==> src/rtl/dmc_pkg.sv <==
// Shared types and constants of the demon Monte Carlo update block.
package dmc_pkg;

    localparam int VEL_W    = 24;
    localparam int MASS_W   = 16;
    localparam int ENERGY_W = 48;
    localparam int KE_W     = 37;
    localparam int INDEX_W  = 10;
    localparam int ENTRY_W  = MASS_W + VEL_W;

    // Pipeline depth of the kinetic energy unit.
    localparam int KE_LATENCY = 3;

    typedef logic signed [VEL_W-1:0] vel_t;
    typedef logic [MASS_W-1:0]       mass_t;
    typedef logic [ENERGY_W-1:0]     energy_t;
    typedef logic [KE_W-1:0]         ke_t;

    typedef enum logic [1:0] {
        KIND_LOAD    = 2'd0,
        KIND_DEMON   = 2'd1,
        KIND_PERTURB = 2'd2
    } kind_t;

    localparam energy_t ENERGY_MAX = {ENERGY_W{1'b1}};
    localparam vel_t    VEL_MAX    = {1'b0, {(VEL_W-1){1'b1}}};
    localparam vel_t    VEL_MIN    = {1'b1, {(VEL_W-1){1'b0}}};

endpackage

==> src/rtl/dmc_kinetic.sv <==
// Three-stage pipeline computing floor(m * v * v / 2^25), the kinetic energy in Q25.12.
module dmc_kinetic (
    input  logic          aclk,
    input  dmc_pkg::mass_t mass,
    input  dmc_pkg::vel_t  vel,
    output dmc_pkg::ke_t   ke
);
    import dmc_pkg::*;

    logic [VEL_W-1:0]     mag;
    logic [2*VEL_W-1:0]   sq_full;
    logic [2*VEL_W-2:0]   sq_reg;
    mass_t                m1_reg;
    logic [MASS_W+23:0]   plo_reg;
    logic [MASS_W+22:0]   phi_reg;
    logic [62:0]          full;
    ke_t                  ke_reg;

    // The magnitude of the most negative velocity is 2^23, which still fits unsigned.
    assign mag     = vel[VEL_W-1] ? VEL_W'(-vel) : VEL_W'(vel);
    assign sq_full = mag * mag;

    // The square is below 2^47, so it is split at bit 24 to keep each product narrow.
    assign full = {phi_reg, 24'b0} + {23'b0, plo_reg};

    always_ff @(posedge aclk) begin
        sq_reg  <= sq_full[2*VEL_W-2:0];
        m1_reg  <= mass;
        plo_reg <= m1_reg * sq_reg[23:0];
        phi_reg <= m1_reg * sq_reg[2*VEL_W-2:24];
        ke_reg  <= full[61:25];
    end

    assign ke = ke_reg;

endmodule

==> config.mk <==
export PLATFORM = sky130hd
export DESIGN_NAME = dmc_kinetic
export DESIGN_NICKNAME = d
export VERILOG_FILES = /design/src/rtl/dmc_pkg.sv /design/src/rtl/dmc_kinetic.sv
export SDC_FILE = /design/constraint.sdc
export NUM_CORES = 2
export LEC_CHECK = 0
export ABC_AREA = 1
export BUFFER_PORTS_ARGS = -buffer_cell sky130_fd_sc_hd__buf_2
export CORE_MARGIN = 5
export CORE_UTILIZATION = 65
export CTS_CLUSTER_SIZE = 20
export DETAILED_ROUTE_END_ITERATION = 7
export HOLD_SLACK_MARGIN = 0.15
export PLACE_DENSITY = 0.82
export SYNTH_ARGS = -nofsm -noshare
export SYNTH_HDL_FRONTEND = slang
export SYNTH_SLANG_ARGS = --single-unit
==> constraint.sdc <==
create_clock -name aclk -period 9.4 [get_ports aclk]
set_clock_uncertainty 0.1 [all_clocks]
set_input_delay 0.47 -clock aclk [delete_from_list [all_inputs] [get_ports aclk]]
set_output_delay 0.47 -clock aclk [all_outputs]
set_load 0.01 [all_outputs]
# --- Yosys cells after proc, flatten, opt, wreduce, memory -nomap -nowiden ---
# Index checks and enable logic that the tools add are counted.
totals:
  ff_bits: 178
  input_bits: 41
  word_cells: 11
op_classes:
  add_sub_neg: 2
  n_mul: 3
  mux: 1
ops:
  columns: ["op", "count"]
  rows:
  - ["$add 62x40->62", 1]
  - ["$mul 24x24->47", 1]
  - ["$mul 16x24->40", 1]
  - ["$mul 16x23->38", 1]
  - ["$mux 24", 1]
  - ["$neg 24->24", 1]

# --- Depth between registers and ports, before layout ---
logic_depth:
  depth_word: 3
  mapped_depth: 41
  depth_no_buf: 38

# --- Least setup slack after synthesis ---
# No wires, ideal clock.
synth_timing:
  path_type: "input -> register"
  from: "input vel[0]"
  to: "register sq_reg[36]"
  setup_time_ns: 0.112
  t_arrival_ns: 7.171
  required_time_ns: 9.188
  slack_ns: 2.016
  path_stages: 34
  n_path_buf: 3
  cell_sequence: "inv_1 clkbuf_1 clkbuf_1 ha_1 nand2_2 nor2_2 nand3_2 nand2_4 xnor2_4 inv_2 buf_4 nor2_1 fa_1 fa_1 fa_1 inv_1 fa_1 inv_1 fa_1 inv_1 fa_1 inv_1 fa_1 ha_1 nand2_1 inv_1 a21oi_1 inv_1 a21oi_1 nor2_1 nor2_1 nand2_1 nand2_1 nand2_1"
synth_via:
  elab_chain_cells: 3
synth_lines:
  columns: ["item", "line", "rtl"]
  rows:
  - ["from (decl)", "dmc_kinetic.sv:5", "input dmc_pkg::vel_t vel,"]
  - ["$neg 24->24", "dmc_kinetic.sv:20", "assign mag = vel[VEL_W-1] ? VEL_W'(-vel) : VEL_W'(vel);"]
  - ["$mux 24 *", "dmc_kinetic.sv:20", null]
  - ["$mul 24x24->47 *", "dmc_kinetic.sv:21", "assign sq_full = mag * mag;"]
  - ["via sq_full[36]", "dmc_kinetic.sv:11", "logic [2*VEL_W-1:0] sq_full;"]
  - ["to (signal assigned)", "dmc_kinetic.sv:27", "sq_reg <= sq_full[2*VEL_W-2:0];"]
  - ["to (decl)", "dmc_kinetic.sv:12", "logic [2*VEL_W-2:0] sq_reg;"]
# The timed path passes the listed nets; every way through them passes the cells marked *.

# --- Final worst setup path ---
# Ends and elaborated chain as after synthesis.

==> impl_metrics.py <==
metrics = {
    "critical_path": {
        "crit_path_top_delay_cell": "fa_1",
        "r2r-end": "plo_reg[39]",
        "worstPathBufferInverterCount": 12,
        "cp.arrival_ns": 8.47,
        "cp_common_cell": "inv_1",
        "r2r_setup_slack_ns": 2.89,
        "crit_start": "vel[0]",
        "worstSetupPathType": "input pin to flop",
        "endpoint": "sq_reg[36]",
        "end_kind": "flop",
        "crit_family": "adder cells",
        "cp.depth": 35,
        "max_stage_delay_ns": 0.56,
        "worstPathRequired_ns": 9.71,
        "cp-start-kind": "input pin",
        "timing.rr.start": "m1_reg[4]",
        "worstPathMaxFanout": 16,
        "rr_worst_depth": 24,
    },
    "sta": {
        "min_period_over_period_pct": 86.77,
        "drv_slew": 0,
        "tightest_slew_ns": 1.058,
        "timing_hold_violations_final": 0,
        "clock.fmax_mhz": 122.6,
        "slew_headroom_pct": 29.38,
        "rsz0062_at_grt": "false",
        "worst_hold_slack_ns": 0.3842,
        "min_period_ns": 8.157,
        "finalSetupTns_ns": 0,
        "setup_violations": 0,
    },
    "clocking": {
        "cts_buffers": 17,
        "clkTransAtPathRegs_ns": 0.11,
        "cts_setup_buffers": 0,
        "tritoncts": "done",
        "clock-sinks": 153,
        "htreeDepth": 4,
        "ctsLongestPathBuffers": 2,
        "cts_root_buf": "clkbuf_16",
        "clk_latency_ns": 0.50,
    },
    "synth": {
        "synth_area_leader_cell": "fa_1",
        "async_flop_share_pct": 0,
        "syn_area_per_cell_sq_um": 7.744,
        "syn-cell-area_sq_um": 46890,
        "ys_ff_latch": 153,
        "synth_cell_types": 47,
        "yosys-top-cells-count": "inv_1, nand2_1, fa_1, ha_1, nor2_1",
        "seq_area_frac_synth_pct": 6.532,
        "synth_top_flop_cell": "dfxtp_1",
        "yosysMostFrequentCell": "inv_1",
        "synth-edff-count": 0,
        "synthTopCellsByArea": "fa_1, inv_1, nand2_1",
        "synth_cells": 6055,
        "synth_top_area_share_pct": 43.12,
        "ys_warn_count": 0,
    },
    "detailed_routing": {
        "drt_iter0_markers": 2919,
        "top_layer": "met5",
        "drc": 0,
        "ant_nets": 0,
        "viasPerCell": 5.455,
        "wl_um": 126200,
        "met3WireLength_um": 11980,
        "wire_per_inst_um": 18.08,
        "vias": 38060,
        "dr.pass1.iters": 6,
        "wl_met1_um": 47290,
        "met2_length_um": 60790,
    },
    "floorplan": {
        "fp.dieH_um": 278.6,
        "rows": 98,
        "core_area_sq_um": 71490,
        "start_util_pct": 65.60,
        "die_x_um": 278.6,
        "dieArea_sq_um": 77620,
        "io-pin-count": 78,
    },
    "grt": {
        "antenna_found_initial": 2,
        "overflow": 0,
        "grt_max_degree": 47,
        "grt_usage_pct": 33.53,
        "grt_pass1_wl_um": 208100,
        "first_global_vias": 41270,
    },
    "cells_and_area": {
        "multi_input_area_sq_um": 36690,
        "fillers": 5900,
        "area_delta_synth_final_pct": 3.906,
        "regArea_sq_um": 3073,
        "drive_gt1_share_pct": 3.865,
        "largest_reg_flops": 46,
        "antenna_cells": 0,
        "nets": 7471,
    },
    "job": {
        "drv_cap": 0,
    },
    "hold_path": {
        "hp-class": "input pin to flop",
        "holdPathStages": 2,
    },
    "placement": {
        "place_congestion": 0.9960,
        "portBuffers": 77,
        "hpwl_um": 103100,
    },
    "status": {
        "outcome": "finished clean",
    },
}
-- stage by stage --
step,instances,area [sq um],worst slack [ns],utilization [%]
6_report,6978,48720,1.243,68.16
5_1_grt,6978,48720,0.7350,68.16
2_1_floorplan,6075,46970,2.016,-
3_5_place_dp,6929,47930,1.382,67.05
4_1_cts,6978,48720,1.369,68.16
3_3_place_gp,6929,47930,1.572,67.05
-- kinds of logic (layout without fill, tap and decap cells) --
group | after synthesis | count (layout) | synth area share [%]
simple gates | 2210 | 2210 | 18.96
compound gates | 283 | 283 | 3.303
fa+ha+maj | 1415 | 1415 | 53.92
flops | 153 | 153 | 6.532
xor+xnor | 98 | 98 | 1.886
other cells | 2 | 22 | 0.01602
buf+inv | 1894 | 1847 | 15.38
-- worst min path at each step --
stage,from,to
after floorplan,phi_reg[33],ke[32]
after detailed placement,phi_reg[37],ke[36]
after CTS,vel[1],sq_reg[2]
final,vel[1],sq_reg[2]
after global placement,phi_reg[37],ke[36]
after global routing,vel[1],sq_reg[2]
-- cell type report --
cell class                      count  share of cell area (%)
Multi-Input combinational cell   4028                   75.31
Inverter                         1687                   13.01
Clock inverter                     15                  0.3980
Clock buffer                       17                  0.8731
Timing Repair Buffer              128                   1.664
Sequential cell                   153                   6.307
Tap cell                          950                   2.440
-- cell usage in the layout (no fill, tap or decap), types with 79 or more instances in the layout --
cell type | Yosys | final
inv_1 | 1661 | 1661
ha_1 | 405 | 405
o21ai_0 | 79 | 79
dfxtp_1 | 153 | 145
nor2_1 | 401 | 401
a21oi_1 | 141 | 141
fa_1 | 1010 | 1010
nand3_1 | 127 | 127
nand2_1 | 1534 | 1534
-- routing by layer --
layer / global-route usage (%) / up-vias
li1: - / 17230
met1: 42.25 / 18480
met2: 57.07 / 1894
met3: 6.803 / 460
met4: 13.72 / 4
met5: 0 / -
-- worst reg2reg max path, stage by stage, from the launching register on --
cell and delay (ns):
dfxtp_2 1.02, buf_4 0.38, nand2_1 0.11, fa_1 0.56, inv_1 0.05, fa_1 0.48, inv_1 0.06, fa_1 0.50
inv_1 0.06, fa_1 0.53, inv_1 0.06, fa_1 0.47, inv_1 0.05, fa_1 0.43, ha_1 0.31, nand2_1 0.15
inv_1 0.05, a21oi_1 0.31, o21ai_0 0.20, nand2_1 0.09, nand2_1 0.05, nand2_1 0.09, nand3_1 0.07, nand2_1 0.06
nand2_1 0.12
-- timing repair --
item / in CTS / in global routing
resized for setup: 0 / 0
endpoints found under the hold margin: 17 / 0
hold buffers: 17 / 0
Power is not shown: default switching activity piles up to over one toggle a cycle in this logic, so the estimate is an artifact.
